$ cat src/rtl/pfraf_pkg.sv
// Shared types, codes and constants of the preamble frame receiver.
// No dependencies.
`timescale 1ns / 1ps
`default_nettype none

package pfraf_pkg;

   localparam int MAX_FRAME_LEN_DEF = 32;
   localparam int PREAMBLE_LEN_DEF  = 5;

   localparam int BYTE_W  = 8;
   localparam int LEN_W   = 6;
   localparam int PRE_W   = 3;
   localparam int IDX_W   = 6;
   localparam int TICK_W  = 16;
   localparam int PLEN_W  = 5;
   localparam int CSR_A_W = 2;
   localparam int CSR_D_W = 16;
   localparam int Q_CNT_W = 2;

   localparam logic [BYTE_W-1:0] SYNC_CHAR = 8'h23;
   localparam logic [BYTE_W-1:0] BROADCAST = 8'hFF;
   localparam logic [BYTE_W-1:0] MIN_LEN   = 8'd4;
   localparam int                HDR_BYTES = 2;
   localparam int                Q_DEPTH   = 2;

   localparam logic [BYTE_W-1:0] OWN_ADDR_RST = 8'd0;
   localparam logic [LEN_W-1:0]  MIN_LEN_RST  = 6'd4;
   localparam logic [LEN_W-1:0]  MAX_LEN_RST  = 6'd32;
   localparam logic [TICK_W-1:0] TIMEOUT_RST  = 16'd100;

   localparam logic OP_BYTE = 1'b0;
   localparam logic OP_TICK = 1'b1;

   typedef enum logic [CSR_A_W-1:0] {
      CSR_OWN_ADDR = 2'd0,
      CSR_MIN_LEN  = 2'd1,
      CSR_MAX_LEN  = 2'd2,
      CSR_TIMEOUT  = 2'd3
   } csr_index_type;

   typedef enum logic [2:0] {
      STAT_OK       = 3'd0,
      STAT_LEN_ERR  = 3'd1,
      STAT_TIMEOUT  = 3'd2,
      STAT_CHK_ERR  = 3'd3,
      STAT_ADDR_MISS = 3'd4
   } status_type;

   typedef struct packed {
      status_type         status;
      logic               data_valid;
      logic [BYTE_W-1:0]  data_byte;
      logic [BYTE_W-1:0]  source_address;
      logic [PLEN_W-1:0]  payload_length;
      logic               last;
   } result_type;

   typedef struct packed {
      logic               push;
      logic               start;
      result_type         res;
   } rx_cmd_type;

   typedef struct packed {
      logic [BYTE_W-1:0]  own_address;
      logic [LEN_W-1:0]   min_length;
      logic [LEN_W-1:0]   max_length;
      logic [TICK_W-1:0]  timeout_ticks;
   } cfg_type;

   function automatic int f_len_ceil(input int max_frame_len);
      return (max_frame_len > 32) ? 32 : max_frame_len;
   endfunction

endpackage

`default_nettype wire

$ cat src/rtl/preamble_frame_receiver_addr_filter.sv
// A status result is pushed into the output queue by the item that causes it; a good
// frame's first payload byte passes the store read register, then the queue. One item
// per cycle while the queue is not full; after a good frame req_tready stays low while
// the frame store read port streams one payload byte a cycle when the queue has room.
// Reset: synchronous, clears control state and CSR registers; data registers and frame store not cleared.
`timescale 1ns / 1ps
`default_nettype none

module preamble_frame_receiver_addr_filter import pfraf_pkg::*; #(
   parameter int MAX_FRAME_LEN = MAX_FRAME_LEN_DEF,
   parameter int PREAMBLE_LEN  = PREAMBLE_LEN_DEF
) (
   input  wire logic               clock,
   input  wire logic               reset,
   input  wire logic               req_tvalid,
   output logic                    req_tready,
   input  wire logic [7:0]         req_tdata,   // [7:0] rx_byte
   input  wire logic               req_tuser,   // [0] opcode
   output logic                    rsp_tvalid,
   input  wire logic               rsp_tready,
   output logic      [23:0]        rsp_tdata,   // [7:0] data_byte, [15:8] source_address,
                                                // [20:16] payload_length, [23:21] zero
   output logic      [3:0]         rsp_tuser,   // [2:0] status, [3] data_valid
   output logic                    rsp_tlast,
   input  wire logic               csr_wen,
   input  wire logic [CSR_A_W-1:0] csr_addr,
   input  wire logic [CSR_D_W-1:0] csr_wdata
);

   localparam int LEN_CEIL = f_len_ceil(MAX_FRAME_LEN);
   localparam int AW       = $clog2(LEN_CEIL);

   cfg_type           cfg_ff, cfg_in;
   rx_cmd_type        cmd;
   result_type        item;
   logic              accept, busy;
   logic              wr_en, rd_en;
   logic [AW-1:0]     wr_addr, rd_addr;
   logic [BYTE_W-1:0] wr_data, rd_data;

   always_comb begin
      cfg_in = cfg_ff;
      if (csr_wen) begin
         case (csr_addr)
            CSR_OWN_ADDR: cfg_in.own_address   = csr_wdata[BYTE_W-1:0];
            CSR_MIN_LEN:  cfg_in.min_length    = csr_wdata[LEN_W-1:0];
            CSR_MAX_LEN:  cfg_in.max_length    = csr_wdata[LEN_W-1:0];
            CSR_TIMEOUT:  cfg_in.timeout_ticks = csr_wdata[TICK_W-1:0];
            default:      cfg_in = cfg_ff;
         endcase
      end
   end

   always_ff @(posedge clock) begin
      if (reset) begin
         cfg_ff.own_address   <= OWN_ADDR_RST;
         cfg_ff.min_length    <= MIN_LEN_RST;
         cfg_ff.max_length    <= MAX_LEN_RST;
         cfg_ff.timeout_ticks <= TIMEOUT_RST;
      end else begin
         cfg_ff <= cfg_in;
      end
   end

   assign req_tready = !busy;
   assign accept     = req_tvalid && !busy;

   pfraf_rx #(
      .MAX_FRAME_LEN (MAX_FRAME_LEN),
      .PREAMBLE_LEN  (PREAMBLE_LEN)
   ) u_rx (
      .clock     (clock),
      .reset     (reset),
      .in_accept (accept),
      .in_opcode (req_tuser),
      .in_byte   (req_tdata),
      .cfg       (cfg_ff),
      .wr_en     (wr_en),
      .wr_addr   (wr_addr),
      .wr_data   (wr_data),
      .cmd       (cmd)
   );

   pfraf_ram #(
      .WIDTH (BYTE_W),
      .DEPTH (LEN_CEIL)
   ) u_store (
      .clock   (clock),
      .wr_en   (wr_en),
      .wr_addr (wr_addr),
      .wr_data (wr_data),
      .rd_en   (rd_en),
      .rd_addr (rd_addr),
      .rd_data (rd_data)
   );

   pfraf_out #(
      .MAX_FRAME_LEN (MAX_FRAME_LEN)
   ) u_out (
      .clock     (clock),
      .reset     (reset),
      .cmd       (cmd),
      .rd_en     (rd_en),
      .rd_addr   (rd_addr),
      .rd_data   (rd_data),
      .rsp_ready (rsp_tready),
      .rsp_valid (rsp_tvalid),
      .rsp_item  (item),
      .busy      (busy)
   );

   assign rsp_tdata = {3'b000, item.payload_length, item.source_address, item.data_byte};
   assign rsp_tuser = {item.data_valid, item.status};
   assign rsp_tlast = item.last;

endmodule

`default_nettype wire

$ cat src/rtl/pfraf_ram.sv
// Generic simple dual-port RAM, one write and one registered read port.
// No dependencies.
`timescale 1ns / 1ps
`default_nettype none

module pfraf_ram #(
   parameter int WIDTH = 8,
   parameter int DEPTH = 32,
   localparam int AW   = $clog2(DEPTH)
) (
   input  wire logic             clock,
   input  wire logic             wr_en,
   input  wire logic [AW-1:0]    wr_addr,
   input  wire logic [WIDTH-1:0] wr_data,
   input  wire logic             rd_en,
   input  wire logic [AW-1:0]    rd_addr,
   output logic      [WIDTH-1:0] rd_data
);

   logic [WIDTH-1:0] mem_ff [DEPTH];
   logic [WIDTH-1:0] rd_data_ff;

   always_ff @(posedge clock) begin
      if (wr_en) begin
         mem_ff[wr_addr] <= wr_data;
      end
      if (rd_en) begin
         rd_data_ff <= mem_ff[rd_addr];
      end
   end

   assign rd_data = rd_data_ff;

endmodule

`default_nettype wire

$ cat src/rtl/pfraf_rx.sv
// Receive parser: preamble hunt, length check, frame store writes, checksum,
// address filter and timeout. Depends on pfraf_pkg.
`timescale 1ns / 1ps
`default_nettype none

module pfraf_rx import pfraf_pkg::*; #(
   parameter int MAX_FRAME_LEN = MAX_FRAME_LEN_DEF,
   parameter int PREAMBLE_LEN  = PREAMBLE_LEN_DEF,
   localparam int LEN_CEIL     = f_len_ceil(MAX_FRAME_LEN),
   localparam int AW           = $clog2(LEN_CEIL)
) (
   input  wire logic              clock,
   input  wire logic              reset,
   input  wire logic              in_accept,
   input  wire logic              in_opcode,
   input  wire logic [BYTE_W-1:0] in_byte,
   input  wire cfg_type           cfg,
   output logic                   wr_en,
   output logic      [AW-1:0]     wr_addr,
   output logic      [BYTE_W-1:0] wr_data,
   output rx_cmd_type             cmd
);

   typedef enum logic [1:0] {
      MODE_HUNT = 2'b01,
      MODE_READ = 2'b10
   } mode_type;

   mode_type          mode_ff, mode_in;
   logic [PRE_W-1:0]  pre_ff, pre_in, pre_nx;
   logic [IDX_W-1:0]  idx_ff, idx_in, idx_nx, idx_m1;
   logic [LEN_W-1:0]  len_ff, len_in;
   logic [BYTE_W-1:0] sum_ff, sum_in;
   logic [TICK_W-1:0] tick_ff, tick_in, tick_nx;
   logic [BYTE_W-1:0] src_ff, src_in;
   logic [BYTE_W-1:0] dst_ff, dst_in;
   logic [LEN_W-1:0]  plen_full;
   logic              len_ok;
   logic              go_hunt;

   always_comb begin
      pre_nx    = pre_ff + PRE_W'(1);
      idx_nx    = idx_ff + IDX_W'(1);
      idx_m1    = idx_ff - IDX_W'(1);
      tick_nx   = tick_ff + TICK_W'(1);
      plen_full = len_ff - LEN_W'(MIN_LEN);
      len_ok    = (in_byte >= {2'b00, cfg.min_length}) &&
                  (in_byte <= {2'b00, cfg.max_length}) &&
                  (in_byte >= MIN_LEN) && (in_byte <= BYTE_W'(LEN_CEIL));

      mode_in = mode_ff;
      pre_in  = pre_ff;
      idx_in  = idx_ff;
      len_in  = len_ff;
      sum_in  = sum_ff;
      tick_in = tick_ff;
      src_in  = src_ff;
      dst_in  = dst_ff;
      go_hunt = 1'b0;
      wr_en   = 1'b0;
      wr_addr = idx_m1[AW-1:0];
      wr_data = in_byte;
      cmd     = '0;
      cmd.res.last = 1'b1;

      if (in_accept) begin
         if (in_opcode == OP_TICK) begin
            if (mode_ff == MODE_READ) begin
               tick_in = tick_nx;
               if (tick_nx >= cfg.timeout_ticks) begin
                  go_hunt = 1'b1;
                  cmd.push = 1'b1;
                  cmd.res.status = STAT_TIMEOUT;
               end
            end
         end else if (mode_ff == MODE_HUNT) begin
            if (in_byte == SYNC_CHAR) begin
               pre_in = pre_nx;
               if (pre_nx >= PRE_W'(PREAMBLE_LEN)) begin
                  mode_in = MODE_READ;
                  pre_in  = '0;
                  idx_in  = '0;
                  tick_in = '0;
               end
            end else begin
               pre_in = '0;
            end
         end else if (idx_ff == '0) begin
            if (!len_ok) begin
               go_hunt = 1'b1;
               cmd.push = 1'b1;
               cmd.res.status = STAT_LEN_ERR;
            end else begin
               len_in = in_byte[LEN_W-1:0];
               sum_in = in_byte;
               idx_in = IDX_W'(1);
            end
         end else begin
            wr_en  = 1'b1;
            idx_in = idx_nx;
            if (idx_ff == IDX_W'(1)) begin
               src_in = in_byte;
            end
            if (idx_ff == IDX_W'(2)) begin
               dst_in = in_byte;
            end
            if (idx_nx >= IDX_W'(len_ff)) begin
               go_hunt = 1'b1;
               if (in_byte != sum_ff) begin
                  cmd.push = 1'b1;
                  cmd.res.status = STAT_CHK_ERR;
               end else begin
                  cmd.res.source_address = src_ff;
                  cmd.res.payload_length = plen_full[PLEN_W-1:0];
                  if (dst_ff != cfg.own_address && dst_ff != BROADCAST) begin
                     cmd.push = 1'b1;
                     cmd.res.status = STAT_ADDR_MISS;
                  end else if (plen_full == '0) begin
                     cmd.push = 1'b1;
                     cmd.res.status = STAT_OK;
                  end else begin
                     cmd.start = 1'b1;
                  end
               end
            end else begin
               sum_in = sum_ff + in_byte;
            end
         end
      end

      if (go_hunt) begin
         mode_in = MODE_HUNT;
         pre_in  = '0;
         idx_in  = '0;
         tick_in = '0;
      end
   end

   always_ff @(posedge clock) begin
      if (reset) begin
         mode_ff <= MODE_HUNT;
         pre_ff  <= '0;
         idx_ff  <= '0;
         tick_ff <= '0;
      end else begin
         mode_ff <= mode_in;
         pre_ff  <= pre_in;
         idx_ff  <= idx_in;
         tick_ff <= tick_in;
      end
      len_ff <= len_in;
      sum_ff <= sum_in;
      src_ff <= src_in;
      dst_ff <= dst_in;
   end

endmodule

`default_nettype wire

$ cat src/rtl/pfraf_out.sv
// Result side: payload reader walking the frame store and a two-entry
// output queue. Depends on pfraf_pkg.
`timescale 1ns / 1ps
`default_nettype none

module pfraf_out import pfraf_pkg::*; #(
   parameter int MAX_FRAME_LEN = MAX_FRAME_LEN_DEF,
   localparam int LEN_CEIL     = f_len_ceil(MAX_FRAME_LEN),
   localparam int AW           = $clog2(LEN_CEIL)
) (
   input  wire logic              clock,
   input  wire logic              reset,
   input  wire rx_cmd_type        cmd,
   output logic                   rd_en,
   output logic      [AW-1:0]     rd_addr,
   input  wire logic [BYTE_W-1:0] rd_data,
   input  wire logic              rsp_ready,
   output logic                   rsp_valid,
   output result_type             rsp_item,
   output logic                   busy
);

   logic               active_ff, active_in;
   logic [AW-1:0]      addr_ff, addr_in;
   logic [PLEN_W-1:0]  rem_ff, rem_in;
   logic [BYTE_W-1:0]  src_ff, src_in;
   logic [PLEN_W-1:0]  plen_ff, plen_in;
   logic [Q_CNT_W-1:0] cnt_ff, cnt_in, cnt_left;
   result_type         head_ff, head_in, tail_ff, tail_in;
   result_type         push_item;
   logic               push, pop, space;

   always_comb begin
      pop      = (cnt_ff != '0) && rsp_ready;
      cnt_left = cnt_ff - Q_CNT_W'(pop);
      space    = (cnt_left != Q_CNT_W'(Q_DEPTH));

      active_in = active_ff;
      addr_in   = addr_ff;
      rem_in    = rem_ff;
      src_in    = src_ff;
      plen_in   = plen_ff;
      rd_en     = 1'b0;
      rd_addr   = addr_ff + AW'(1);
      push      = cmd.push;
      push_item = cmd.res;

      if (cmd.start) begin
         active_in = 1'b1;
         addr_in   = AW'(HDR_BYTES);
         rem_in    = cmd.res.payload_length;
         src_in    = cmd.res.source_address;
         plen_in   = cmd.res.payload_length;
         rd_en     = 1'b1;
         rd_addr   = AW'(HDR_BYTES);
      end else if (active_ff && space) begin
         push                     = 1'b1;
         push_item.status         = STAT_OK;
         push_item.data_valid     = 1'b1;
         push_item.data_byte      = rd_data;
         push_item.source_address = src_ff;
         push_item.payload_length = plen_ff;
         push_item.last           = (rem_ff == PLEN_W'(1));
         if (rem_ff == PLEN_W'(1)) begin
            active_in = 1'b0;
         end else begin
            rd_en   = 1'b1;
            addr_in = addr_ff + AW'(1);
            rem_in  = rem_ff - PLEN_W'(1);
         end
      end

      head_in = head_ff;
      tail_in = tail_ff;
      if (pop) begin
         head_in = tail_ff;
      end
      if (push) begin
         if (cnt_left == '0) begin
            head_in = push_item;
         end else begin
            tail_in = push_item;
         end
      end
      cnt_in = cnt_left + Q_CNT_W'(push);
   end

   always_ff @(posedge clock) begin
      if (reset) begin
         active_ff <= 1'b0;
         cnt_ff    <= '0;
      end else begin
         active_ff <= active_in;
         cnt_ff    <= cnt_in;
      end
      addr_ff <= addr_in;
      rem_ff  <= rem_in;
      src_ff  <= src_in;
      plen_ff <= plen_in;
      head_ff <= head_in;
      tail_ff <= tail_in;
   end

   assign rsp_valid = (cnt_ff != '0);
   assign rsp_item  = head_ff;
   assign busy      = active_ff || (cnt_ff == Q_CNT_W'(Q_DEPTH));

endmodule

`default_nettype wire

$ cat config.mk
export PLATFORM = sky130hd
export DESIGN_NAME = preamble_frame_receiver_addr_filter
export DESIGN_NICKNAME = d
export VERILOG_FILES = /design/src/rtl/pfraf_pkg.sv /design/src/rtl/preamble_frame_receiver_addr_filter.sv /design/src/rtl/pfraf_ram.sv /design/src/rtl/pfraf_rx.sv /design/src/rtl/pfraf_out.sv
export SDC_FILE = /design/constraint.sdc
export NUM_CORES = 1
export LEC_CHECK = 0
export BUFFER_PORTS_ARGS = -buffer_cell sky130_fd_sc_hd__buf_2
export CELL_PAD_IN_SITES_DETAIL_PLACEMENT = 1
export CELL_PAD_IN_SITES_GLOBAL_PLACEMENT = 2
export CORE_MARGIN = 10
export CORE_UTILIZATION = 40
export CTS_BUF_LIST = sky130_fd_sc_hd__clkbuf_4 sky130_fd_sc_hd__clkbuf_8 sky130_fd_sc_hd__clkbuf_16
export DETAILED_ROUTE_END_ITERATION = 6
export PLACE_DENSITY = 0.75
export REMOVE_ABC_BUFFERS = 1
export SLEW_MARGIN = 20
export SYNTH_ARGS = -nofsm -noshare
export SYNTH_HDL_FRONTEND = slang
export SYNTH_SLANG_ARGS = --single-unit
$ cat constraint.sdc
create_clock -name clock -period 6.1 [get_ports clock]
set_input_delay 0.61 -clock clock [delete_from_list [all_inputs] [get_ports clock]]
set_output_delay 0.61 -clock clock [all_outputs]
set_load 0.02 [all_outputs]
==> results of run 1 <==
-- kinds of logic (layout without fill, tap and decap cells) --
family / count (synthesis) / count (layout) / synth area share, %
buf+inv: 149 / 237 / 3.12
compound gates: 323 / 323 / 10.8
fa+ha+maj: 57 / 57 / 3.69
simple gates: 468 / 468 / 11.4
xor+xnor: 47 / 47 / 2.11
flops: 435 / 435 / 61.9
mux: 126 / 126 / 7.05
other cells: 1 / 3 / 0.0192
-- routing by layer --
layer  vias up  global-route usage, %  part of all wire (%)
li1       6024                      -                     -
met1      6570                   25.9                    46
met2       275                   31.2                    48
met3        71                   3.40                   4.6
met4         0                   4.88                   1.9
met5         -                      0                     0
-- metrics by stage --
step | worst slack, ns | hold WS, ns | utilization, % | power (µW) | cell area, µm²
5_1_grt | 1.12 | 0.267 | 46.1 | 7390 | 22200
4_1_cts | 1.43 | 0.247 | 46.1 | 7210 | 22200
6_report | 1.40 | 0.274 | 46.1 | 7130 | 22200
3_3_place_gp | 1.48 | 0.446 | 42.6 | 4090 | 20500
2_1_floorplan | 0.102 | 0.430 | - | 3820 | 19200
3_5_place_dp | 1.44 | 0.447 | 42.6 | 4110 | 20500
-- layout make-up --
cell class	count	area (µm²)
clock inverters	30	360
flip-flops and latches	435	12100
multi-input cells	1024	6890
well taps	615	769
repair buffers	83	475
inverters	64	240
clock buffers	60	1330
fillers	4955	25900
-- state kept, by name, indices dropped and copies added, names as in the netlist, 3 cells and up --
name / cells
u_store.mem_ff: 256
u_out.plen_ff: 5
u_rx.src_ff: 8
u_out.rsp_item: 26
u_rx.len_ff: 6
u_rx.pre_ff: 3
u_rx.idx_ff: 6
u_out.rem_ff: 5
u_out.tail_ff: 26
cfg_ff: 36
u_rx.tick_ff: 16
u_rx.dst_ff: 8
u_rx.sum_ff: 8
u_out.src_ff: 8
u_out.addr_ff: 5
u_store.rd_data: 8
-- power groups by stage --
| stage | clock (µW) | sequential [µW] | combinational, µW |
|---|---|---|---|
| floorplan | 0 | 3500 | 321 |
| global placement | 0 | 3400 | 686 |
| detailed placement | 0 | 3410 | 701 |
| CTS | 3160 | 3340 | 708 |
| global route | 3290 | 3350 | 757 |
| finish | 3100 | 3340 | 690 |
-- layout by cell type (no fill, tap or decap), drive strengths merged, types with 32 or more instances in the layout --
cell type	count
edfxtp	338
nor2	146
nand2	125
dfxtp	97
a21oi	85
mux2	83
buf	83
o21ai	66
inv	64
clkbuf	60
ha	56
mux2i	42
nand3	38
nand2b	32
-- path summary, 6_finish.rpt --
check / start / end / slack [ns] / depth (start not counted)
max reg2reg: u_rx.idx_ff[0]$_SDFFE_PP0P_ / u_store.rd_data[0]$_DFFE_PP_ / 1.40 / 13
max: u_rx.idx_ff[0]$_SDFFE_PP0P_ / u_store.rd_data[0]$_DFFE_PP_ / 1.40 / 13
min: csr_wdata[12] / cfg_ff[12]$_SDFFE_PP0P_ / 0.27 / 3
min reg2reg: cfg_ff[12]$_SDFFE_PP0P_ / cfg_ff[12]$_SDFFE_PP0P_ / 0.45 / 2
-- worst max-delay path: stages, from the launching register on --
cell      delay (ns)
dfxtp_1         0.50
ha_1            0.29
nand3_1         0.18
xnor2_1         0.19
ha_1            0.32
a21o_1          0.18
a221oi_1        0.66
or4_1           0.24
buf_4           0.31
inv_2           0.40
o31ai_1         0.44
a221oi_2        0.13
o32ai_1         0.45
nor3_1          0.12
==> metrics.cfg, run 1 <==
[outcome]
outcome=completed

[clock_network]
cts_resized=0
cts.htree.levels=2
cts-buffers-inserted=48
ctsLongestPathBuffers=3
cts_setup_buffers=0
cts-root-buf=clkbuf_16
clock-sinks=435
clkTransAtPathRegs_ns=0.06
cts_hold_buf=0
clk_latency_ns=0.60
cts_tree=done

[logic_synthesis]
synth.most_common_cell=edfxtp_1
ys_types=69
synth_top_area_share_pct=51.9
synth_area_leaders=edfxtp_1 52%, dfxtp_1 9.9%, mux2_2 4.5%
ys_seq_area_share_pct=61.9
synth_edf_count=338
ys.flop_type=edfxtp_1
synthTopCellsByCount=338 x edfxtp_1, 146 x nor2_1, 125 x nand2_1, 97 x dfxtp_1, 84 x a21oi_1
async_flop_share_pct=0
synth_area_um2=19500
synth.avg_cell_area_um2=12.2
synth_cells=1606
yosys_warnings=0
ys_ff_latch=435
yosys.area.top_type=edfxtp_1

[die]
die_h_um=241
core_area_um2=48000
rows=80
start_util_pct=40.7
die_area_um2=58100
ioPinCount=63
die_x_um=241

[grt]
grtUsageTotal_pct=19.1
grt_pass1_wl_um=84000
antenna_found_initial=1
grt_pass1_vias=13500
overflow=0
grt_max_degree=69

[placement]
gp_congestion=0.826
portBuffers=59
dp.cells=2221
dp_hpwl_um=35900

[routing]
via_count=12900
initialDrtViolationCount=968
wl_per_cell_um=24.0
drt_pass1_iterations=5
drc=0
wirelength_um=55600
final_antenna_net_count=0
viasPerCell=5.60

[run]
max-cap-violations=0

[cells_and_area]
final_nets=1745
fin_cells=2311
area_growth_pct=13.4
drive_above_1_share_pct=16.2
antenna_cells=0

[pwr]
vdd_drop_max_mv=0.198
p_per_area_nw_per_um2=322
p_leak_uw=0.00826
clockPowerShare_pct=43.5
comb_power_share_pct=9.7
p_int_uw=5440
seq_power_share_pct=46.9
switching_share_pct=23.8
power.switching_uw=1690

[timing]
finalSetupViolations=0
fin_skew_ns=0.0268
min_period_ns=4.70
maxSlewViolCount=0
fin_tns_setup_ns=0
tightest_slew_ns=1.10
relSlewSlack_pct=26.0
rsz0062_at_grt=false
final-hold-violation-count=0
max_freq_mhz=213
finalCritPeriodShare_pct=77.0

[setup_path]
crit_path_end_kind=flip-flop
crit_arrival_ns=5.02
path_class=flip-flop to flip-flop
critPathRequiredTime_ns=6.43
startpoint_type=flip-flop
cp_max_fo=40

[worst_hold_path]
hp-class=input port to flip-flop

No activity file was read; power rests on OpenSTA's default activity.
==> run 2, diff against run 1 <==
- CORE_UTILIZATION: 40 -> 39
- PLACE_DENSITY: 0.75 -> 0.76
- clock period: 6.1 -> 4.1 ns (I/O delays scaled with it)
==> run 2 against run 1 <==
Net effect: register-to-register slack got worse by 1.2 ns; final area increased by 1.9%; sequential power up 49%; non-clock buffer count is 60 higher; power up 42%; highest routed layer unchanged; first-iteration DRC count decreased by 11%; count of clock-buffer cells in the layout up 11; critical path type unchanged; via count increased by 1.5%; maximum frequency up 21%; clock skew is 0.011 ns lower; clock power grew 34%.
==> metrics.cfg, run 2 (synthesis gave the netlist of run 1 again) <==
[die]
die_x_um=244  ; was 241 µm
core_area_um2=49300  ; was 48,000 µm²
start_util_pct=39.7  ; was 40.7%
rows=81  ; was 80
die_area_um2=59500  ; was 58,100 µm²
die_h_um=244  ; was 241 µm
ioPinCount=63  ; unchanged

[clock_network]
clock-sinks=435  ; unchanged
cts.htree.levels=2  ; unchanged
clk_latency_ns=0.58  ; was 0.60 ns
cts_tree=done  ; unchanged
cts-buffers-inserted=48  ; unchanged
ctsLongestPathBuffers=3  ; unchanged
cts-root-buf=clkbuf_16  ; unchanged
clkTransAtPathRegs_ns=0.06  ; about the same

[grt]
grtUsageMet3_pct=2.47  ; was 3.40%
grt_max_degree=102  ; was 69
grt_pass1_vias=13700  ; was 13.5k
antenna_found_initial=3  ; was 1
overflow=0  ; unchanged
met1_usage_pct=23.7  ; was 25.9%
busiest_layer=met2  ; unchanged
grtUsageTotal_pct=18.0  ; was 19.1%
grt_pass1_wl_um=83600  ; was 84,000 µm
met2_usage_pct=30.4  ; was 31.2%

[cells_and_area]
fill_cells=5244  ; was 4,955
area_growth_pct=15.5  ; was 13.4%
fin_area_um2=22600  ; was 22,200 µm²
fin_util_pct=45.8  ; was 46.1%
final_common_cell=edfxtp_1  ; unchanged
top_regs=u_store.mem_ff (256), cfg_ff (36)  ; unchanged
largest_reg_flops=256  ; unchanged
mostFrequentLayoutCells=338 x edfxtp_1, 146 x nor2_1, 125 x nand2_1  ; unchanged
drive_above_1_share_pct=18.9  ; was 16.2%
final_nets=1805  ; was 1,745
regMostFlops=u_store.mem_ff  ; unchanged
fin_cells=2416  ; was 2,311
antenna_cells=0  ; unchanged

[setup_path]
worst_path_max_delay_cell=o41ai_1  ; was a221oi_1
startpoint_type=flip-flop  ; unchanged
path_cells=ha_1, nand3_1, xnor2_1, ha_1, a21o_1, a221oi_1, buf_4, nor4_2, and2_1, o41ai_1, o32ai_1, nor3_1  ; was ha_1, nand3_1, xnor2_1, ha_1, a21o_1, a221oi_1, or4_1, buf_4, inv_2, o31ai_1, a221oi_2, o32ai_1, nor3_1
path_class=flip-flop to flip-flop  ; unchanged
crit_path_end_kind=flip-flop  ; unchanged
critPathRequiredTime_ns=4.51  ; was 6.43 ns
cp_max_fo=12  ; was 40
r2r-start=u_rx.idx_ff[0]$_SDFFE_PP0P_  ; unchanged
r2r-end=u_store.rd_data[0]$_DFFE_PP_  ; unchanged
max_stage_delay_ns=0.68  ; was 0.66 ns
ff2ff_path_depth=12  ; was 13
crit_arrival_ns=4.30  ; was 5.02 ns
crit_top_cell=ha_1  ; unchanged
r2r_setup_slack_ns=0.21  ; was 1.40 ns

[timing]
min_period_ns=3.89  ; was 4.70 ns
rsz0062_at_grt=true  ; was false
fin_skew_ns=0.0157  ; was 0.0268 ns
tightest_slew_ns=0.865  ; was 1.10 ns
maxSlewViolCount=0  ; unchanged
worst_slack_ns=0.208  ; was 1.40 ns
finalCritPeriodShare_pct=94.9  ; was 77.0%
max_freq_mhz=257  ; was 213 MHz
relSlewSlack_pct=42.3  ; was 26.0%
finalSetupViolations=0  ; unchanged
final-hold-violation-count=0  ; unchanged
holdWs_ns=0.0790  ; was 0.274 ns

[placement]
place_area_um2=21000  ; was 20,500 µm²
dp_hpwl_um=36400  ; was 35,900 µm
portBuffers=59  ; unchanged
gp_congestion=0.803  ; was 0.826
dp.cells=2327  ; was 2,221
post-place-ws_ns=-0.0135  ; was 1.44 ns

[routing]
wl_per_cell_um=22.7  ; was 24.0 µm
drt_pass1_iterations=5  ; unchanged
wirelength_um=54900  ; was 55,600 µm
viasPerCell=5.44  ; was 5.60
final_antenna_net_count=0  ; unchanged
initialDrtViolationCount=858  ; was 968
drc=0  ; unchanged
via_count=13100  ; was 12.9k

[pwr]
vdd_drop_max_mv=0.295  ; was 0.198 mV
p_per_area_nw_per_um2=449  ; was 322 nW/µm²
p_leak_uw=0.00854  ; was 0.00826 µW

[worst_hold_path]
hp-class=input port to flip-flop  ; unchanged
hold_path_depth=3  ; unchanged
hold_end=cfg_ff[10]$_SDFFE_PP0P_  ; was cfg_ff[12]$_SDFFE_PP0P_
min_from=csr_wdata[10]  ; was csr_wdata[12]

[outcome]
outcome=completed  ; unchanged

[run]
max-cap-violations=0  ; unchanged

==> run 2: layout make-up <==
cell class,instances,area (µm²),share of cell area (%)
multi-input combinational,1024,6920,30.7
inverter,64,240,1.06
timing repair buffer,143,983,4.36
clock buffer,71,1420,6.27
sequential,435,12100,53.6
clock inverter,15,88.8,0.393
tap,664,831,3.68
==> run 2: worst max path at each step <==
stage | startpoint | to | slack, ns | depth (start not counted)
after CTS | u_rx.tick_ff[0]$_SDFFE_PP0P_ | u_out.rsp_item[3]$_DFF_P_ | 0.009 | 16
final | u_rx.idx_ff[0]$_SDFFE_PP0P_ | u_store.rd_data[0]$_DFFE_PP_ | 0.21 | 12
after detailed placement | u_rx.tick_ff[0]$_SDFFE_PP0P_ | u_out.rsp_item[7]$_DFF_P_ | -0.01 | 16
after floorplan | u_out.addr_ff[0]$_SDFFE_PP0P_ | u_store.rd_data[6]$_DFFE_PP_ | -1.90 | 8
after global routing | u_rx.idx_ff[0]$_SDFFE_PP0P_ | u_store.rd_data[3]$_DFFE_PP_ | -0.11 | 12
after global placement | u_rx.tick_ff[0]$_SDFFE_PP0P_ | u_out.rsp_item[13]$_DFF_P_ | 0.10 | 16
==> run 2: power breakdown <==
| part | internal, µW | switching [µW] | leakage (µW) |
|---|---|---|---|
| Sequential | 4890 | 82.8 | 0.00390 |
| Combinational | 393 | 632 | 0.00388 |
| Clock | 2440 | 1700 | 0.000763 |
==> run 2: what timing repair did <==
item,4_1_cts,5_1_grt
hold buffers,0,0
setup endpoints to repair,4,49
buffers inserted,0,3
resized for setup,1,9
pin swaps,0,2
endpoints found under the hold margin,0,0
==> run 2: layer usage <==
layer / vias to the layer above / routed length [µm]
met5: - / 0
met4: 0 / 1370
met3: 81 / 2300
met2: 268 / 26900
met1: 6629 / 24300
li1: 6158 / -
==> run 2: through the flow <==
| step | setup TNS [ns] | power (µW) |
|---|---|---|
| after floorplan | -32.34 | 5680 |
| after global placement | 0 | 6080 |
| after detailed placement | -0.0149 | 6120 |
| after CTS | 0 | 10300 |
| after global routing | -0.174 | 10500 |
| final | 0 | 10100 |
==> run 2: worst max-delay path: cells and delay by family (launching register included) <==
| family | cells | cell delay [ns] |
|---|---|---|
| AOI/OAI and AO/OA | 4 | 1.45 |
| buffers and inverters | 1 | 0.21 |
| xor gates and xnor gates | 1 | 0.16 |
| adders and majority gates | 2 | 0.60 |
| and+or+nand+nor | 4 | 0.79 |
| DFF | 1 | 0.52 |
==> run 3, diff against run 2 <==
- CORE_ASPECT_RATIO: unset -> 1.1
==> run 3 against run 2 <==
Net effect: maximum frequency decreased by 0.57%; first-iteration DRC count fell by 1.6%; sequential share of layout area down 0.22 points; critical path type unchanged; largest power group unchanged; highest routed layer unchanged.
==> metrics.cfg, run 3 (synthesis gave the netlist of run 1 again) <==
[die]
ioPinCount=63  ; unchanged
die_area_um2=59500  ; about the same
die_h_um=255  ; was 244 µm
core_area_um2=49800  ; was 49,300 µm²
start_util_pct=39.2  ; was 39.7%
rows=86  ; was 81
die_x_um=233  ; was 244 µm

[routing]
drc=0  ; unchanged
wl_per_cell_um=22.6  ; was 22.7 µm
drt_pass1_iterations=5  ; unchanged
initialDrtViolationCount=844  ; was 858
via_count=13100  ; about the same
viasPerCell=5.42  ; was 5.44
final_antenna_net_count=0  ; unchanged
wirelength_um=54300  ; was 54,900 µm

[cells_and_area]
regMostFlops=u_store.mem_ff  ; unchanged
mostFrequentLayoutCells=338 x edfxtp_1, 145 x nor2_1, 125 x nand2_1  ; was 338 x edfxtp_1, 146 x nor2_1, 125 x nand2_1
fin_util_pct=45.5  ; was 45.8%
top_regs=u_store.mem_ff (256), cfg_ff (36)  ; unchanged
final_nets=1800  ; was 1,805
antenna_cells=0  ; unchanged
final_common_cell=edfxtp_1  ; unchanged
largest_reg_flops=256  ; unchanged
fill_cells=5210  ; was 5,244
area_growth_pct=16.0  ; was 15.5%
drive_above_1_share_pct=19.5  ; was 18.9%

[placement]
dp_hpwl_um=35500  ; was 36,400 µm
portBuffers=59  ; unchanged
gp_congestion=0.838  ; was 0.803

[grt]
grt_max_degree=68  ; was 102
met1_usage_pct=23.6  ; was 23.7%
grtUsageMet3_pct=2.60  ; was 2.47%
grt_pass1_vias=13600  ; was 13.7k
grtUsageTotal_pct=18.1  ; was 18.0%
grt_pass1_wl_um=83000  ; was 83,600 µm
met2_usage_pct=31.1  ; was 30.4%
overflow=0  ; unchanged
antenna_found_initial=1  ; was 3
busiest_layer=met2  ; unchanged

[pwr]
vdd_drop_max_mv=0.334  ; was 0.295 mV
p_per_area_nw_per_um2=455  ; was 449 nW/µm²
finalPower_uw=10300  ; was 10,100 µW
p_leak_uw=0.00855  ; was 0.00854 µW

[worst_hold_path]
hp-class=input port to flip-flop  ; unchanged

[timing]
holdWs_ns=0.0570  ; was 0.0790 ns
max_freq_mhz=255  ; was 257 MHz
tightest_slew_ns=1.03  ; was 0.865 ns
min_period_ns=3.91  ; was 3.89 ns
maxSlewViolCount=0  ; unchanged
finalCritPeriodShare_pct=95.5  ; was 94.9%
finalSetupViolations=0  ; unchanged
final-hold-violation-count=0  ; unchanged
fin_tns_setup_ns=0  ; unchanged
fin_skew_ns=0.0236  ; was 0.0157 ns
relSlewSlack_pct=31.3  ; was 42.3%

[clock_network]
ctsLongestPathBuffers=3  ; unchanged
cts_hold_buf=0  ; unchanged
cts-buffers-inserted=47  ; was 48
cts_tree=done  ; unchanged
clkTransAtPathRegs_ns=0.06  ; about the same
cts.htree.levels=2  ; unchanged
cts-root-buf=clkbuf_16  ; unchanged
clock-sinks=435  ; unchanged
clk_latency_ns=0.59  ; was 0.58 ns

[setup_path]
startpoint_type=flip-flop  ; unchanged
r2r_setup_slack_ns=0.19  ; was 0.21 ns
critPathRequiredTime_ns=4.57  ; was 4.51 ns
crit_path_end_kind=flip-flop  ; unchanged
crit_arrival_ns=4.39  ; was 4.30 ns
cp_max_fo=8  ; was 12
path_class=flip-flop to flip-flop  ; unchanged

[run]
max-cap-violations=0  ; unchanged

[outcome]
outcome=completed  ; unchanged

[run 3: changes by cell type in the layout (fill, tap and decap cells not counted), sizes merged]
cell      delta
buf          -6
bufinv       +3
clkbuf       -8
clkinv       +5
clkinvlp     +1
inv          +2
[run 3: final cells by class]
type                       instances  area (µm²)  area share [%]
sequential                       435       12100            53.3
clock buffer                      61        1310            5.76
clock inverter                    26         248            1.09
inverter                          64         240            1.06
timing repair buffer             139         981            4.33
multi-input combinational       1024        6980            30.8
tap                              660         826            3.64
[run 3: where the power goes]
part	internal (µW)	total, µW	leakage (µW)	switching, µW
combinational	401	1050	0.00387	645
clock	2510	4290	0.000783	1790
sequential	4890	4970	0.00390	78.2
total	7800	10300	0.00855	2510
[run 3: worst paths after layout]
path         depth (start not counted)                         start                         to
max reg2reg                         16  u_rx.tick_ff[0]$_SDFFE_PP0P_  u_out.rsp_item[5]$_DFF_P_
min                                  2                  csr_wdata[6]     cfg_ff[6]$_SDFFE_PP1P_
min reg2reg                          2       cfg_ff[12]$_SDFFE_PP0P_    cfg_ff[12]$_SDFFE_PP0P_
max                                 16  u_rx.tick_ff[0]$_SDFFE_PP0P_  u_out.rsp_item[5]$_DFF_P_
[run 3: worst max-delay path, cell delays in order (launching register included)]
cell       delay [ns]
dfxtp_1          0.35
buf_4            0.15
nand3_1          0.10
nor3_2           0.23
and3_4           0.25
and3_4           0.20
nand3_1          0.09
xnor2_1          0.16
ha_1             0.31
nand4_1          0.11
or3_1            0.38
o32a_1           0.30
o2111ai_2        0.13
o311ai_4         0.18
a21oi_4          0.30
clkbuf_16        0.23
mux2_2           0.32
[run 3: per-layer routing]
layer  vias to the layer above  share of wire, %
met2                       240                50
met5                         -                 0
met1                      6600                44
met4                         0               1.8
li1                       6149                 -
met3                        62               4.1
[run 3: through the flow]
step	setup slack (ns)	cell area, µm²	instances
3_5_place_dp	0.0160	20900	2316
5_1_grt	-0.0322	22700	2409
2_1_floorplan	-1.90	19200	1523
3_3_place_gp	0.100	20900	2316
6_report	0.185	22700	2409
4_1_cts	0.000448	22500	2403
[run 3: repair_timing]
action	in CTS	in global routing
resized for setup	1	17
setup endpoints to repair	16	74
gates cloned	0	2
pin swaps	0	3
buffers inserted	0	4
